**config.mk**
```make
export PLATFORM = sky130hd
export DESIGN_NAME = bounded_bag_store_core
export DESIGN_NICKNAME = d
export VERILOG_FILES = /design/src/bbs_pkg.sv /design/src/bbs_mem.sv /design/src/bbs_ctrl.sv /design/src/bounded_bag_store_core.sv
export SDC_FILE = /design/constraint.sdc
export NUM_CORES = 1
export LEC_CHECK = 0
export BUFFER_PORTS_ARGS = -buffer_cell sky130_fd_sc_hd__buf_4
export CAP_MARGIN = 15
export CORE_ASPECT_RATIO = 1.75
export CORE_MARGIN = 2
export CORE_UTILIZATION = 45
export DETAILED_ROUTE_END_ITERATION = 12
export PLACE_DENSITY_LB_ADDON = 0.2
export SLEW_MARGIN = 0
export SYNTH_ARGS = -nofsm -noshare
export SYNTH_HDL_FRONTEND = slang
export SYNTH_SLANG_ARGS = --single-unit
```
**constraint.sdc**
```tcl
create_clock -name clk -period 11.71 [get_ports clk]
set_input_delay 0.5855 -clock clk [delete_from_list [all_inputs] [get_ports clk]]
set_output_delay 0.5855 -clock clk [all_outputs]
set_load 0.01 [all_outputs]
```
**src/bbs_pkg.sv**
```systemverilog
// Shared types and constants for the bounded bag store.
package bbs_pkg;

    localparam int KEY_W     = 32;
    localparam int CMD_W     = 2;
    localparam int STATUS_W  = 2;
    localparam int CNT_OUT_W = 5;
    localparam int CAP_W     = 5;

    localparam logic [CAP_W-1:0] CAP_RESET = 5'd16;

    typedef enum logic [CMD_W-1:0] {
        CMD_ADD   = 2'd0,
        CMD_DEL   = 2'd1,
        CMD_QUERY = 2'd2,
        CMD_NOP   = 2'd3
    } cmd_t;

    typedef enum logic [STATUS_W-1:0] {
        ST_DONE      = 2'd0,
        ST_FULL      = 2'd1,
        ST_NOT_FOUND = 2'd2
    } status_t;

    typedef struct packed {
        logic                 valid;
        status_t              status;
        logic                 found;
        logic [CNT_OUT_W-1:0] count;
        logic                 is_full;
        logic                 is_empty;
    } res_t;

endpackage

```
**src/bbs_mem.sv**
```systemverilog
// Key storage: one write port and one read port with registered read data.
module bbs_mem #(
    parameter int DEPTH = 16,
    parameter int AW    = 4
) (
    input  logic                      clk,
    input  logic                      we,
    input  logic [AW-1:0]             waddr,
    input  logic [bbs_pkg::KEY_W-1:0] wdata,
    input  logic [AW-1:0]             raddr,
    output logic [bbs_pkg::KEY_W-1:0] rdata
);
    import bbs_pkg::*;

    logic [KEY_W-1:0] mem [DEPTH];

    always_ff @(posedge clk)
    begin
        if (we)
        begin
            mem[waddr] <= wdata;
        end
    end

    always_ff @(posedge clk)
    begin
        rdata <= mem[raddr];
    end

endmodule

```
**src/bbs_ctrl.sv**
```systemverilog
// Command sequencer: fill count, entry scan and swap-with-last removal.
module bbs_ctrl #(
    parameter int DEPTH = 16,
    parameter int AW    = 4,
    parameter int CW    = 5
) (
    input  logic                             clk,
    input  logic                             rst_n,
    input  logic                             start,
    output logic                             ready,
    input  logic [bbs_pkg::CMD_W-1:0]        cmd,
    input  logic signed [bbs_pkg::KEY_W-1:0] key,
    input  logic [bbs_pkg::CAP_W-1:0]        capacity,
    input  logic                             res_ready,
    output bbs_pkg::res_t                    res,
    output logic                             mem_we,
    output logic [AW-1:0]                    mem_waddr,
    output logic [bbs_pkg::KEY_W-1:0]        mem_wdata,
    output logic [AW-1:0]                    mem_raddr,
    input  logic [bbs_pkg::KEY_W-1:0]        mem_rdata
);
    import bbs_pkg::*;

    localparam int CMPW = ((CW > CAP_W) ? CW : CAP_W) + 1;

    typedef enum logic [3:0] {
        S_IDLE = 4'b0001,
        S_SCAN = 4'b0010,
        S_MOVE = 4'b0100,
        S_RESP = 4'b1000
    } state_t;

    state_t            state_reg, state_next;
    logic [CW-1:0]     cnt_reg, cnt_next;
    cmd_t              cmd_reg, cmd_next;
    logic [KEY_W-1:0]  key_reg, key_next;
    logic [AW-1:0]     idx_reg, idx_next;
    logic [AW-1:0]     pos_reg, pos_next;
    status_t           status_reg, status_next;
    logic              found_reg, found_next;

    logic [CMPW-1:0]   cap_ext;
    logic [CMPW-1:0]   eff_cap;
    logic [CW-1:0]     cnt_m1;
    logic              is_full;
    logic              hit;
    logic              last;

    // Capacity is clamped to 1..DEPTH before it is compared with the count.
    always_comb
    begin
        cap_ext = CMPW'(capacity);
        if (cap_ext == '0)
        begin
            eff_cap = CMPW'(1);
        end
        else if (cap_ext > CMPW'(DEPTH))
        begin
            eff_cap = CMPW'(DEPTH);
        end
        else
        begin
            eff_cap = cap_ext;
        end
    end

    assign is_full = CMPW'(cnt_reg) >= eff_cap;
    assign cnt_m1  = cnt_reg - CW'(1);
    assign hit     = mem_rdata == key_reg;
    assign last    = CW'(idx_reg) == cnt_m1;
    assign ready   = state_reg == S_IDLE;

    always_comb
    begin
        state_next  = state_reg;
        cnt_next    = cnt_reg;
        cmd_next    = cmd_reg;
        key_next    = key_reg;
        idx_next    = idx_reg;
        pos_next    = pos_reg;
        status_next = status_reg;
        found_next  = found_reg;
        mem_we      = 1'b0;
        mem_waddr   = pos_reg;
        mem_wdata   = key_reg;
        mem_raddr   = '0;

        res          = '0;
        res.status   = status_reg;
        res.found    = found_reg;
        res.count    = CNT_OUT_W'(cnt_reg);
        res.is_full  = is_full;
        res.is_empty = cnt_reg == '0;

        case (state_reg)
            S_IDLE:
            begin
                if (start)
                begin
                    cmd_next    = cmd_t'(cmd);
                    key_next    = key;
                    found_next  = 1'b0;
                    status_next = ST_DONE;
                    state_next  = S_RESP;
                    case (cmd_t'(cmd))
                        CMD_ADD:
                        begin
                            if (is_full)
                            begin
                                status_next = ST_FULL;
                            end
                            else
                            begin
                                mem_we    = 1'b1;
                                mem_waddr = cnt_reg[AW-1:0];
                                mem_wdata = key;
                                cnt_next  = cnt_reg + CW'(1);
                            end
                        end
                        CMD_DEL, CMD_QUERY:
                        begin
                            if (cnt_reg == '0)
                            begin
                                if (cmd_t'(cmd) == CMD_DEL)
                                begin
                                    status_next = ST_NOT_FOUND;
                                end
                            end
                            else
                            begin
                                mem_raddr  = '0;
                                idx_next   = '0;
                                state_next = S_SCAN;
                            end
                        end
                        default:
                        begin
                            status_next = ST_DONE;
                        end
                    endcase
                end
            end
            S_SCAN:
            begin
                // Read data belongs to idx_reg; the next address is issued in
                // the same cycle so the scan runs one entry per cycle.
                if (hit)
                begin
                    found_next = 1'b1;
                    if (cmd_reg == CMD_DEL)
                    begin
                        mem_raddr  = cnt_m1[AW-1:0];
                        pos_next   = idx_reg;
                        state_next = S_MOVE;
                    end
                    else
                    begin
                        state_next = S_RESP;
                    end
                end
                else if (last)
                begin
                    if (cmd_reg == CMD_DEL)
                    begin
                        status_next = ST_NOT_FOUND;
                    end
                    state_next = S_RESP;
                end
                else
                begin
                    mem_raddr = idx_reg + AW'(1);
                    idx_next  = idx_reg + AW'(1);
                end
            end
            S_MOVE:
            begin
                // The last stored key fills the slot of the removed one.
                mem_we     = 1'b1;
                mem_waddr  = pos_reg;
                mem_wdata  = mem_rdata;
                cnt_next   = cnt_m1;
                state_next = S_RESP;
            end
            S_RESP:
            begin
                res.valid = 1'b1;
                if (res_ready)
                begin
                    state_next = S_IDLE;
                end
            end
            default:
            begin
                state_next = S_IDLE;
            end
        endcase
    end

    always_ff @(posedge clk or negedge rst_n)
    begin
        if (!rst_n)
        begin
            state_reg <= S_IDLE;
            cnt_reg   <= '0;
        end
        else
        begin
            state_reg <= state_next;
            cnt_reg   <= cnt_next;
        end
    end

    always_ff @(posedge clk)
    begin
        cmd_reg    <= cmd_next;
        key_reg    <= key_next;
        idx_reg    <= idx_next;
        pos_reg    <= pos_next;
        status_reg <= status_next;
        found_reg  <= found_next;
    end

endmodule

```
**src/bounded_bag_store_core.sv**
```systemverilog
// Top level of the bounded bag store: channels, capacity register, result register.
//
// Usage: a request on the s_ channel carries a key in s_tdata and a command in
// s_tuser (add, delete first match, query). Every request yields exactly one
// result on the m_ channel: status in m_tuser, and found, count, full and
// empty flags in m_tdata. Requests are handled one at a time.
// Add, the unused command and a query or delete on an empty bag go straight
// to the result; a query or delete otherwise scans the stored entries (at
// most DEPTH) first. The scan reads the key memory one entry per cycle
// through its single read port; a matched delete then reads the last entry
// and writes it over the matching slot.
// The capacity register is written through cfg_valid/cfg_data; the user must
// write it only while the block is idle, which the block itself does not
// enforce. cfg_ready is always high. Reset empties the bag (count zero) and
// sets capacity to 16; the key memory is not cleared since only filled
// entries are read. When the receiver stalls, the result waits in the output
// register and the next request is taken, but its result is held back until
// the output register frees.
module bounded_bag_store_core #(
    parameter int DEPTH = 16
) (
    input  logic                          clk,
    input  logic                          rst_n,
    input  logic                          s_tvalid,
    output logic                          s_tready,
    input  logic [31:0]                   s_tdata,   // key_value[31:0]
    input  logic [1:0]                    s_tuser,   // cmd[1:0]
    output logic                          m_tvalid,
    input  logic                          m_tready,
    output logic [7:0]                    m_tdata,   // is_empty, is_full, count[4:0], found
    output logic [1:0]                    m_tuser,   // status[1:0]
    input  logic                          cfg_valid,
    output logic                          cfg_ready,
    input  logic [bbs_pkg::CAP_W-1:0]     cfg_data
);
    import bbs_pkg::*;

    localparam int AW = $clog2(DEPTH);
    localparam int CW = $clog2(DEPTH + 1);

    logic [CAP_W-1:0] cap_reg;
    logic             m_tvalid_reg;
    logic [7:0]       m_tdata_reg;
    logic [1:0]       m_tuser_reg;
    logic             out_free;
    res_t             res;

    logic             mem_we;
    logic [AW-1:0]    mem_waddr;
    logic [KEY_W-1:0] mem_wdata;
    logic [AW-1:0]    mem_raddr;
    logic [KEY_W-1:0] mem_rdata;

    assign cfg_ready = 1'b1;
    assign out_free  = !m_tvalid_reg || m_tready;
    assign m_tvalid  = m_tvalid_reg;
    assign m_tdata   = m_tdata_reg;
    assign m_tuser   = m_tuser_reg;

    bbs_ctrl #(
        .DEPTH (DEPTH),
        .AW    (AW),
        .CW    (CW)
    ) u_ctrl (
        .clk       (clk),
        .rst_n     (rst_n),
        .start     (s_tvalid && s_tready),
        .ready     (s_tready),
        .cmd       (s_tuser),
        .key       ($signed(s_tdata)),
        .capacity  (cap_reg),
        .res_ready (out_free),
        .res       (res),
        .mem_we    (mem_we),
        .mem_waddr (mem_waddr),
        .mem_wdata (mem_wdata),
        .mem_raddr (mem_raddr),
        .mem_rdata (mem_rdata)
    );

    bbs_mem #(
        .DEPTH (DEPTH),
        .AW    (AW)
    ) u_mem (
        .clk   (clk),
        .we    (mem_we),
        .waddr (mem_waddr),
        .wdata (mem_wdata),
        .raddr (mem_raddr),
        .rdata (mem_rdata)
    );

    always_ff @(posedge clk or negedge rst_n)
    begin
        if (!rst_n)
        begin
            cap_reg      <= CAP_RESET;
            m_tvalid_reg <= 1'b0;
        end
        else
        begin
            if (cfg_valid && cfg_ready)
            begin
                cap_reg <= cfg_data;
            end
            if (res.valid && out_free)
            begin
                m_tvalid_reg <= 1'b1;
            end
            else if (m_tready)
            begin
                m_tvalid_reg <= 1'b0;
            end
        end
    end

    always_ff @(posedge clk)
    begin
        if (res.valid && out_free)
        begin
            m_tdata_reg <= {res.is_empty, res.is_full, res.count, res.found};
            m_tuser_reg <= res.status;
        end
    end

endmodule
```
==> results of run 1 <==
cell families (layout without fill, tap and decap cells):
family	Yosys count	in the layout	synth area share
flip-flops	614	614	0.713
multiplexers	38	38	0.0152
AO/OA/AOI/OAI	553	553	0.157
XOR/XNOR	45	45	0.0161
adder cells (fa/ha/maj)	11	11	0.00544
buffers and inverters	162	216	0.0263
other	1	1	0.000148
AND/OR/NAND/NOR	352	352	0.0672
per-layer routing:
layer | up-vias | GRT usage
met5 | - | 0
met4 | 0 | 0.128
met3 | 179 | 0.0401
met2 | 716 | 0.424
met1 | 8251 | 0.297
li1 | 7065 | -
path summary, 6_finish.rpt:
| path | from | end | slack (ns) | cells after the start |
|---|---|---|---|---|
| setup / recovery | u_ctrl.cnt_reg[0]$_DFFE_PN0P_ | u_mem.rdata[27]$_DFF_P_ | 5.97 | 12 |
| hold / removal | s_tdata[29] | u_ctrl.key_reg[29]$_DFFE_PP_ | 0.16 | 1 |
| setup reg to reg | u_ctrl.cnt_reg[0]$_DFFE_PN0P_ | u_mem.rdata[27]$_DFF_P_ | 5.97 | 12 |
| hold reg to reg | u_ctrl.status_reg[1]$_SDFFCE_PP1P_ | m_tuser[1]$_DFFE_PP_ | 0.42 | 0 |
| max in group asynchronous | rst_n | cap_reg[4]$_DFFE_PN1P_ | 11.08 | 2 |
| min in group asynchronous | rst_n | u_ctrl.state_reg[1]$_DFFE_PN0P_ | 0.38 | 2 |
stage by stage:
stage           util  instance area, um^2  power (uW)
5_1_grt        0.508                28400        5540
3_5_place_dp   0.475                26600        3590
3_3_place_gp   0.475                26600        3570
4_1_cts        0.508                28400        5390
2_1_floorplan      -                25300        3260
6_report       0.508                28400        5350
Yosys cell counts, types with 12 or more instances:
| cell | n | area (um^2) |
|---|---|---|
| a311oi_1 | 25 | 219 |
| dfxtp_1 | 32 | 641 |
| buf_2 | 37 | 185 |
| and3_1 | 42 | 263 |
| a21o_1 | 58 | 435 |
| o211a_1 | 14 | 140 |
| dfrtp_1 | 13 | 325 |
| a32oi_1 | 41 | 359 |
| a22oi_1 | 61 | 458 |
| clkbuf_1 | 98 | 368 |
| nor2_1 | 35 | 131 |
| xor2_1 | 37 | 324 |
| a221o_1 | 31 | 310 |
| mux2i_1 | 34 | 340 |
| a221oi_1 | 17 | 149 |
| a21oi_1 | 127 | 636 |
| inv_1 | 12 | 45.0 |
| edfxtp_1 | 567 | 17000 |
| nand3_1 | 82 | 410 |
| o21ai_0 | 83 | 415 |
| o311ai_0 | 12 | 105 |
| a211o_1 | 36 | 315 |
| o311ai_1 | 16 | 140 |
| nand2_1 | 137 | 514 |
| nor4_1 | 23 | 144 |
power groups by stage:
stage          logic, uW  registers (uW)  clock network [uW]
2_1_floorplan        563            2690                   0
3_3_place_gp         839            2740                   0
3_5_place_dp         859            2740                   0
4_1_cts              862            2690                1840
5_1_grt              936            2700                1900
6_report             857            2690                1810
repair_timing:
action                                 in CTS  in global routing
buffers inserted                            0                  0
hold buffers                                1                  0
endpoints found under the hold margin      13                  0
layout by cell type (no fill, tap or decap), types with 36 or more instances in the layout:
cell type / instances
edfxtp_1: 567
a21oi_1: 126
nand3_1: 80
o21ai_0: 82
and3_1: 41
a21o_1: 58
clkbuf_16: 56
a211o_1: 36
a32oi_1: 40
xor2_1: 37
nand2_1: 135
buf_4: 101
a22oi_1: 61
worst max-delay path: stages (launching register included):
cell,delay (ns)
dfrtp_1,0.57
clkinv_1,0.61
ha_1,0.58
o21ba_2,0.25
a221oi_1,0.41
o211ai_1,0.31
o2111ai_4,0.18
buf_4,0.64
nand2_2,0.75
buf_4,0.52
a211o_1,0.35
a32oi_1,0.21
o311ai_1,0.13
layout make-up:
type | count | area (um^2)
clock buffer | 79 | 1610
clock inverter | 21 | 211
fill | 4619 | 27600
inverter | 14 | 52.6
multi-input combinational | 1000 | 6860
sequential | 614 | 18000
tap | 702 | 878
timing repair buffer | 102 | 768
==> metrics.txt, run 1 <==
status finished clean; Final Skew 0.0333 ns; critical path arrival slightly above 6 ns; Clk pin slew, worst setup/hold paths 0.07 ns; Internal 3890 uW; HPWL after DPL roughly 39 mm; #FFs+latches synth 614; post-synthesis sequential area ratio 0.713; CTS sink cnt 614; RSZ-0062 raised after global routing false; chip width 183 um; worst hold path type in -> reg; Post-Place Cells roughly 2400; Max Root-Sink Buffers 3; Slew headroom 0.294; top sig layer met4; EDFF count, synth 567; final antenna-violating net count 0; Worst Tran Pin Value 1.05 ns; Hold Fails Final Rpt 0; synthesis-to-layout area growth 12.3%; later-pin clock latency in the skew report 0.62 ns; ratio of cells with drive above 1 in the final layout 0.127; Overflow after GRT 0; ys async rst share 0.0244; Max Freq 0.174 GHz; Routed met3 length 5.06 mm; vias in the first global route roughly 16000; Mean Syn Cell Area 14.2 um^2; Rows approximately 120; Finished Layout Cells approximately 2500; Diodes inserted 0; Synth Net Count 1831; Pwr Density 188 nW/um^2; H-Tree Level Count 2; NumNets Final 1841; critical setup path kind reg -> reg; Max IR drop VDD approximately 150 uV; endpoints failing setup 0; met1 wire length 26.3 mm; CP Launch Type register; DR vias about 16000; top_reg_cell synth edfxtp_1; core area around 56000 um^2; combinational share of power 0.160; Max-Cap Viols 0; number of synthesis warnings 0; WHS 0.158 ns; first-pass GRT wire length 105 mm; Cell Area, Synth between 20000 and 30000 um^2; Placer Congestion 0.801; initial antenna violation count 0; Met2 Wirelength around 37 mm; routed wire length 72.1 mm; Global Route Usage Sum 0.247; post-synthesis cell type count 65; worst-path fanout max 68; pre-CTS WS 6.02 ns; Vias/cell 6.40; CTS Buf Count 54; Initial DRC Count 1802; Mapped Cells 1776; Worst Slack Setup Final between 5 and 6 ns; CP endpoint kind register; max reg flops roughly 510; die area 58200 um^2; critical path data required time 12.17 ns; net load switching power around 1500 uW; TritonCTS clock tree yes; switching share of total power 0.274; post-route DRC violation count 0; input/output buffers 55; crit path time final roughly 5.7 ns; clock network fraction of design power 0.337; DR pass1 iterations 6; # IOs 57; Starting Density 0.452; Die Height between 300 and 400 um; Final Slew Violations 0; post-route setup TNS 0 ns; leak pwr 0.00952 uW; post-CTS sizing 0; clock root cell clkbuf_16; wire per inst 28.5 um; Tcrit/Tclk final 0.490; Sequential Power Share 0.503; largest net degree at the start of global routing approximately 70
No activity file was read; power rests on OpenSTA's default activity.
==> run 2: changes to the inputs <==
==> constraint.sdc (replaced) <==
create_clock -name clk -period 5.7 [get_ports clk]
set_input_delay 0.285 -clock clk [delete_from_list [all_inputs] [get_ports clk]]
set_output_delay 0.285 -clock clk [all_outputs]
set_load 0.01 [all_outputs]
==> run 2 against run 1 <==
Sequential share of layout area decreased by 1.6 points. Register-to-register slack got worse by 4.7 ns. Maximum frequency increased by 28%. Clock power increased by 110%. Flip-flop and latch count unchanged. Global-route usage increased by 0.41 points. Largest power group unchanged. Total power increased by 110%. Clock skew decreased by 0.013 ns.
==> metrics.txt, run 2 (synthesis gave the netlist of run 1 again) <==
status finished clean (unchanged); worst-path cell chain xor2_1, nor4_1, and4_1, a2111oi_4, buf_4, nor2_4, buf_12, buf_4, a21o_1, a21oi_1, o311ai_0 (was clkinv_1, ha_1, o21ba_2, a221oi_1, o211ai_1, o2111ai_4, buf_4, nand2_2, buf_4, a211o_1, a32oi_1, o311ai_1); vias in the first global route 16292 (was 16267); post-route DRC violation count 0 (unchanged); Critical R2R Launch u_ctrl.key_reg[13]$_DFFE_PP_ (was u_ctrl.cnt_reg[0]$_DFFE_PN0P_); Max IR drop VDD 232 uV (was 148 uV); design area 29100 um^2 (was 28400 um^2); H-Tree Level Count 2 (unchanged); worst hold path type in -> async (was in -> reg); Final Skew 0.0203 ns (was 0.0333 ns); Worst Tran Pin Value 1.09 ns (was 1.05 ns); Vias/cell 6.37 (was 6.40); post-CTS sizing 0 (unchanged); initial antenna violation count 0 (unchanged); wire per inst 28.4 um (was 28.5 um); max reg flops 512 (unchanged); CP max-delay cell nor4_1 (was nand2_2); core area 56000 um^2 (unchanged); CTS sink cnt 614 (unchanged); worst r2r dst u_mem.rdata[10]$_DFF_P_ (was u_mem.rdata[27]$_DFF_P_); most frequent cells in the layout 567 x edfxtp_1, 135 x nand2_1, 126 x a21oi_1 (unchanged); Starting Density 0.452 (unchanged); HPWL after DPL 45.2 mm (was 38.5 mm); CP Launch Type register (unchanged); Setup crit end u_mem.rdata[10]$_DFF_P_ (was u_mem.rdata[27]$_DFF_P_); Worst path most repeated cell buf_4 (unchanged); first-pass GRT wire length 108 mm (was 105 mm); CP startpoint u_ctrl.key_reg[13]$_DFFE_PP_ (was u_ctrl.cnt_reg[0]$_DFFE_PN0P_); Worst path top cell family by delay simple AND/OR/NAND/NOR gates (was compound AO/OA/AOI/OAI gates); leak pwr 0.00981 uW (was 0.00952 uW); die area 58200 um^2 (unchanged); endpoints failing setup 0 (unchanged); largest net degree at the start of global routing 128 (was 72); Diodes inserted 0 (unchanged); FF-to-FF setup slack 1.23 ns (was 5.97 ns); crit path time final 4.47 ns (was 5.74 ns); Placer Congestion 0.818 (was 0.801); critical path arrival 4.91 ns (was 6.20 ns); most common cell after layout, fill and taps aside edfxtp_1 (unchanged); Crit path depth 11 (was 12); dpl cell area 26800 um^2 (was 26600 um^2); Clk pin slew, worst setup/hold paths 0.07 ns (about the same); chip width 183 um (unchanged); # IOs 57 (unchanged); Max Freq 0.224 GHz (was 0.174 GHz); Slew headroom 0.264 (was 0.294); Initial DRC Count 1556 (was 1802); Global Route Usage Sum 0.251 (was 0.247); routed wire length 73.5 mm (was 72.1 mm); critical path's largest stage delay 0.94 ns (was 0.75 ns); critical setup path kind reg -> reg (unchanged); Die Height 318 um (unchanged); Final Slew Violations 0 (unchanged); DR vias 16479 (was 16211); Tcrit/Tclk final 0.783 (was 0.490); Rows 115 (unchanged); Max Root-Sink Buffers 3 (unchanged); TritonCTS clock tree yes (unchanged); ratio of cells with drive above 1 in the final layout 0.131 (was 0.127); Final Util 0.521 (was 0.508); post-route setup TNS 0 ns (unchanged); Max-Cap Viols 0 (unchanged); clock root cell clkbuf_16 (unchanged); synthesis-to-layout area growth 15.1% (was 12.3%); critical path data required time 6.14 ns (was 12.17 ns); Hold Fails Final Rpt 0 (unchanged); CTS Buf Count 54 (unchanged); final antenna-violating net count 0 (unchanged); input/output buffers 55 (unchanged); later-pin clock latency in the skew report 0.60 ns (was 0.62 ns); Pwr Density 388 nW/um^2 (was 188 nW/um^2); RSZ-0062 raised after global routing false (unchanged); NumNets Final 1897 (was 1841); Overflow after GRT 0 (unchanged); DR pass1 iterations 6 (unchanged); CP endpoint kind register (unchanged); Buf/Inv on CP 3 (unchanged); worst reg-to-reg path cell count 11 (was 12); worst-path fanout max 52 (was 68)
-- run 2: cell types whose count changed in the layout (fill, tap and decap cells not counted), sizes merged --
cell | before | now
clkbuf | 79 | 69
clkinvlp | 3 | 7
inv | 11 | 12
bufinv | 3 | 7
dlygate4sd3 | 1 | 43
clkinv | 18 | 19
buf | 101 | 115
-- run 2: how the worst min path moves through the flow --
stage / endpoint / startpoint / slack, ns
2_1_floorplan: cap_reg[0]$_DFFE_PN0P_ / rst_n / -0.01
3_3_place_gp: u_ctrl.state_reg[1]$_DFFE_PN0P_ / rst_n / 0.16
3_5_place_dp: u_ctrl.state_reg[1]$_DFFE_PN0P_ / rst_n / 0.16
4_1_cts: u_ctrl.state_reg[3]$_DFFE_PN0P_ / rst_n / 0.06
5_1_grt: u_ctrl.state_reg[1]$_DFFE_PN0P_ / rst_n / 0.10
6_report: u_ctrl.state_reg[1]$_DFFE_PN0P_ / rst_n / 0.08
-- run 2: layout make-up --
class	count	area, um^2
Clock inverter	31	352
Timing Repair Buffer	158	1430
Clock buffer	69	1520
Sequential cell	614	18000
Inverter	14	52.6
Multi-Input combinational cell	1000	6870
Tap cell	702	878
Fill cell	4546	26800
-- run 2: timing repair --
action,CTS,global route
hold endpoints to repair,56,0
setup buffers,0,0
hold buffers,43,0
-- run 2: where the power goes --
part | leakage [uW] | internal (uW) | switching (uW)
registers | 0.00555 | 5340 | 201
clock network | 0.000897 | 2210 | 1660
logic | 0.00336 | 597 | 1300
-- run 2: per-layer routing --
| metal | up-vias | GRT usage | routed length (um) |
|---|---|---|---|
| li1 | 7176 | - | - |
| met1 | 8459 | 0.317 | 28100 |
| met2 | 701 | 0.429 | 37500 |
| met3 | 143 | 0.0314 | 4430 |
| met4 | 0 | 0.114 | 3440 |
| met5 | - | 0 | 0 |
-- run 2: worst register-to-register path, cell delays in order (launching register included) --
cell,delay [ns]
edfxtp_1,0.41
xor2_1,0.19
nor4_1,0.94
and4_1,0.65
a2111oi_4,0.14
buf_4,0.28
nor2_4,0.32
buf_12,0.31
buf_4,0.39
a21o_1,0.16
a21oi_1,0.05
o311ai_0,0.47
-- run 2: per-stage QoR --
step / hold WS, ns / setup slack (ns) / cells / power [uW]
6_report: 0.0801 / 1.23 / 2588 / 11300
5_1_grt: 0.102 / 0.994 / 2588 / 11700
4_1_cts: 0.0635 / 1.32 / 2588 / 11400
3_5_place_dp: 0.161 / 1.34 / 2445 / 7500
3_3_place_gp: 0.160 / 1.42 / 2439 / 7470
2_1_floorplan: -0.0106 / 0.854 / 1776 / 6690
==> run 3: changes to the inputs <==
--- a/config.mk
+++ b/config.mk
@@ -5,6 +5,7 @@
 export SDC_FILE = /design/constraint.sdc
 export NUM_CORES = 1
 export LEC_CHECK = 0
+export ABC_AREA = 1
 export BUFFER_PORTS_ARGS = -buffer_cell sky130_fd_sc_hd__buf_4
 export CAP_MARGIN = 15
 export CORE_ASPECT_RATIO = 1.75
==> constraint.sdc (replaced) <==
create_clock -name clk -period 3.97 [get_ports clk]
set_input_delay 0.1985 -clock clk [delete_from_list [all_inputs] [get_ports clk]]
set_output_delay 0.1985 -clock clk [all_outputs]
set_load 0.01 [all_outputs]
==> run 3 against run 2 <==
Non-clock buffer count up 47. Count of clock-buffer cells in the layout unchanged. Sequential power up 55%. Wire length up 11%. Via count up 25%. Synthesized cell count up 55%. Clock skew down 0.0085 ns. Sequential share of layout area down 6.0 points. Utilization down 0.079 points. Maximum frequency up 28%. Final cell count up 43%. Area after synthesis up 11%. Critical path type unchanged. Highest routed layer is now met5.
==> metrics.txt, run 3 <==
core area 62100 um^2 (was 56000 um^2); Max Freq 0.286 GHz (was 0.224 GHz); post-CTS sizing 0 (unchanged); NumNets Final 2897 (was 1897); wire per inst 22.0 um (was 28.4 um); most common cell after layout, fill and taps aside inv_1 (was edfxtp_1); Max-Cap Viols 0 (unchanged); first-pass GRT wire length 122 mm (was 108 mm); total chip power 18000 uW (was 11300 uW); Slew headroom 0.179 (was 0.264); synthesis-to-layout area growth 14.5% (was 15.1%); Worst Tran Pin Value 1.23 ns (was 1.09 ns); vias in the first global route 20422 (was 16292); max reg flops 512 (unchanged); WHS 0.0885 ns (was 0.0801 ns); met3 Resource Use GR 0.0328 (was 0.0314); Cell Area, Synth 28200 um^2 (was 25300 um^2); # IOs 57 (unchanged); Overflow after GRT 0 (unchanged); HPWL after DPL 47.5 mm (was 45.2 mm); Rows 121 (was 115); grt met2 use 0.442 (was 0.429); pre-CTS WS 0.533 ns (was 1.34 ns); Mean Syn Cell Area 10.2 um^2 (was 14.2 um^2); Synth Net Count 2815 (was 1831); post-synthesis sequential area ratio 0.640 (was 0.713); CP Launch Type register (unchanged); DR vias 20666 (was 16479); die area 64700 um^2 (was 58200 um^2); commonest cells in the netlist 583 x inv_1, 567 x edfxtp_1, 464 x nand3_1 (was 567 x edfxtp_1, 137 x nand2_1, 127 x a21oi_1); crit path time final 3.49 ns (was 4.47 ns); CTS Buf Count 56 (was 54); Max Root-Sink Buffers 3 (unchanged); critical path data required time 4.24 ns (was 6.14 ns); Final Skew 0.0118 ns (was 0.0203 ns); Clk pin slew, worst setup/hold paths 0.06 ns (was 0.07 ns); endpoints failing setup 0 (unchanged); ratio of cells with drive above 1 in the final layout 0.103 (was 0.131); Global Route Usage Sum 0.254 (was 0.251); dpl cell area 30000 um^2 (was 26800 um^2); share of the synthesized area in the top cell type 0.604 (was 0.673); initial antenna violation count 1 (was 0); Placer Congestion 0.870 (was 0.818); Pwr Density 558 nW/um^2 (was 388 nW/um^2); Initial DRC Count 1952 (was 1556); CP endpoint kind register (unchanged); Max IR drop VDD 427 uV (was 232 uV); CP startpoint cap_reg[4]$_DFFE_PN1P_ (was u_ctrl.key_reg[13]$_DFFE_PP_); met1 GRT Util 0.305 (was 0.317); Starting Density 0.454 (was 0.452); later-pin clock latency in the skew report 0.62 ns (was 0.60 ns); status finished clean (unchanged); Hold Fails Final Rpt 0 (unchanged); final antenna-violating net count 0 (unchanged); most common cell in the netlist inv_1 (was edfxtp_1); design area 32300 um^2 (was 29100 um^2); most frequent cells in the layout 581 x inv_1, 567 x edfxtp_1, 462 x nand3_1 (was 567 x edfxtp_1, 135 x nand2_1, 126 x a21oi_1); ranking of synthesized cells by area edfxtp_1 60%, nand3_1 8.2%, inv_1 7.8% (was edfxtp_1 67%, dfxtp_1 2.5%, a21oi_1 2.5%); critical setup path kind reg -> reg (unchanged); Vias/cell 5.60 (was 6.37); Final Slew Violations 0 (unchanged); critical path arrival 3.77 ns (was 4.91 ns); CTS sink cnt 614 (unchanged); Mapped Cells 2760 (was 1776); routed wire length 81.3 mm (was 73.5 mm); worst hold path type in -> async (unchanged); number of synthesis warnings 0 (unchanged); Critical R2R Launch cap_reg[4]$_DFFE_PN1P_ (was u_ctrl.key_reg[13]$_DFFE_PP_); worst-path fanout max 18 (was 52); Worst Slack Setup Final 0.476 ns (was 1.23 ns); top_reg_cell synth edfxtp_1 (unchanged); #FFs+latches synth 614 (unchanged); leak pwr 0.0136 uW (was 0.00981 uW); Die Height 335 um (was 318 um); chip width 193 um (was 183 um); post-route DRC violation count 0 (unchanged); post-synthesis cell type count 41 (was 65); cell taking the most area after synthesis edfxtp_1 (unchanged); H-Tree Level Count 2 (unchanged); clock root cell clkbuf_16 (unchanged); Diodes inserted 0 (unchanged); DR pass1 iterations 5 (was 6); TritonCTS clock tree yes (unchanged); input/output buffers 55 (unchanged); EDFF count, synth 567 (unchanged); gr busiest metal met2 (unchanged); ys async rst share 0.0244 (unchanged); RSZ-0062 raised after global routing false (unchanged); post-route setup TNS 0 ns (unchanged); largest net degree at the start of global routing 218 (was 128); Tcrit/Tclk final 0.880 (was 0.783); post-CTS setup buffers 0 (unchanged)
## run 3: cell count changes in the layout (fill, tap and decap cells not counted), sizes merged, moves of 50 or more
cell,delta
o211ai,+50
nand2,+307
a21oi,-122
a22oi,-61
nand4,+254
inv,+589
o21ai,-61
a21o,-58
nand3,+385
## run 3: worst max-delay path, cell delays in order (launching register included)
cell and delay (ns):
dfstp_2 0.53, inv_1 0.08, nand2_1 0.08, ha_1 0.25, nand2_1 0.09, inv_1 0.03, o21ai_0 0.16, o211a_1 0.17
nand2_1 0.06, inv_1 0.11, nand3_4 0.17, nand2_1 0.39, nand3_1 0.44, nor2_4 0.21, buf_4 0.37
## run 3: stage by stage
step | std cells | utilization
4_1_cts | 3683 | 0.519
5_1_grt | 3689 | 0.520
6_report | 3689 | 0.520
3_5_place_dp | 3529 | 0.483
3_3_place_gp | 3523 | 0.482
2_1_floorplan | 2760 | -
## run 3: final timing paths
path | endpoint | slack (ns) | depth (start not counted)
min in group clk | u_ctrl.key_reg[21]$_DFFE_PP_ | 0.31 | 2
setup / recovery | u_mem.mem[4][24]$_DFFE_PP_ | 0.48 | 14
hold reg to reg | m_tdata[0]$_DFFE_PP_ | 0.42 | 0
setup reg to reg | u_mem.mem[4][24]$_DFFE_PP_ | 0.48 | 14
hold / removal | cap_reg[4]$_DFFE_PN1P_ | 0.09 | 2
max in group asynchronous | cap_reg[2]$_DFFE_PN0P_ | 2.77 | 3
## run 3: what timing repair did
item	in CTS	in global routing
hold buffers	48	0
setup endpoints to repair	0	0
hold endpoints to repair	56	0
## run 3: area by class of cell
cell class | count | area (um^2)
Clock inverter | 37 | 292
Clock buffer | 69 | 1490
Fill cell | 5421 | 29800
Tap cell | 799 | 1000
Timing Repair Buffer | 205 | 1980
Sequential cell | 614 | 18000
Inverter | 600 | 2260
Multi-Input combinational cell | 1365 | 7200
## run 3: cells by family after synthesis
group / Yosys count / synth area share
mux: 1 / 0.000400
simple gates: 1225 / 0.209
compound gates: 98 / 0.0246
flops: 614 / 0.640
buf+inv: 781 / 0.111
xor+xnor: 29 / 0.00902
other cells: 1 / 0.000133
fa+ha+maj: 11 / 0.00489
## run 3: per-layer routing
metal | share of wire | routed length, um
met5 | 0.00016 | 13
met3 | 0.062 | 5070
met1 | 0.38 | 30700
met4 | 0.052 | 4230
met2 | 0.51 | 41300
## run 3: report_power, final
part	internal, uW	switching (uW)
combinational	1120	2980
sequential	8380	205
clock	2880	2460
total	12400	5640
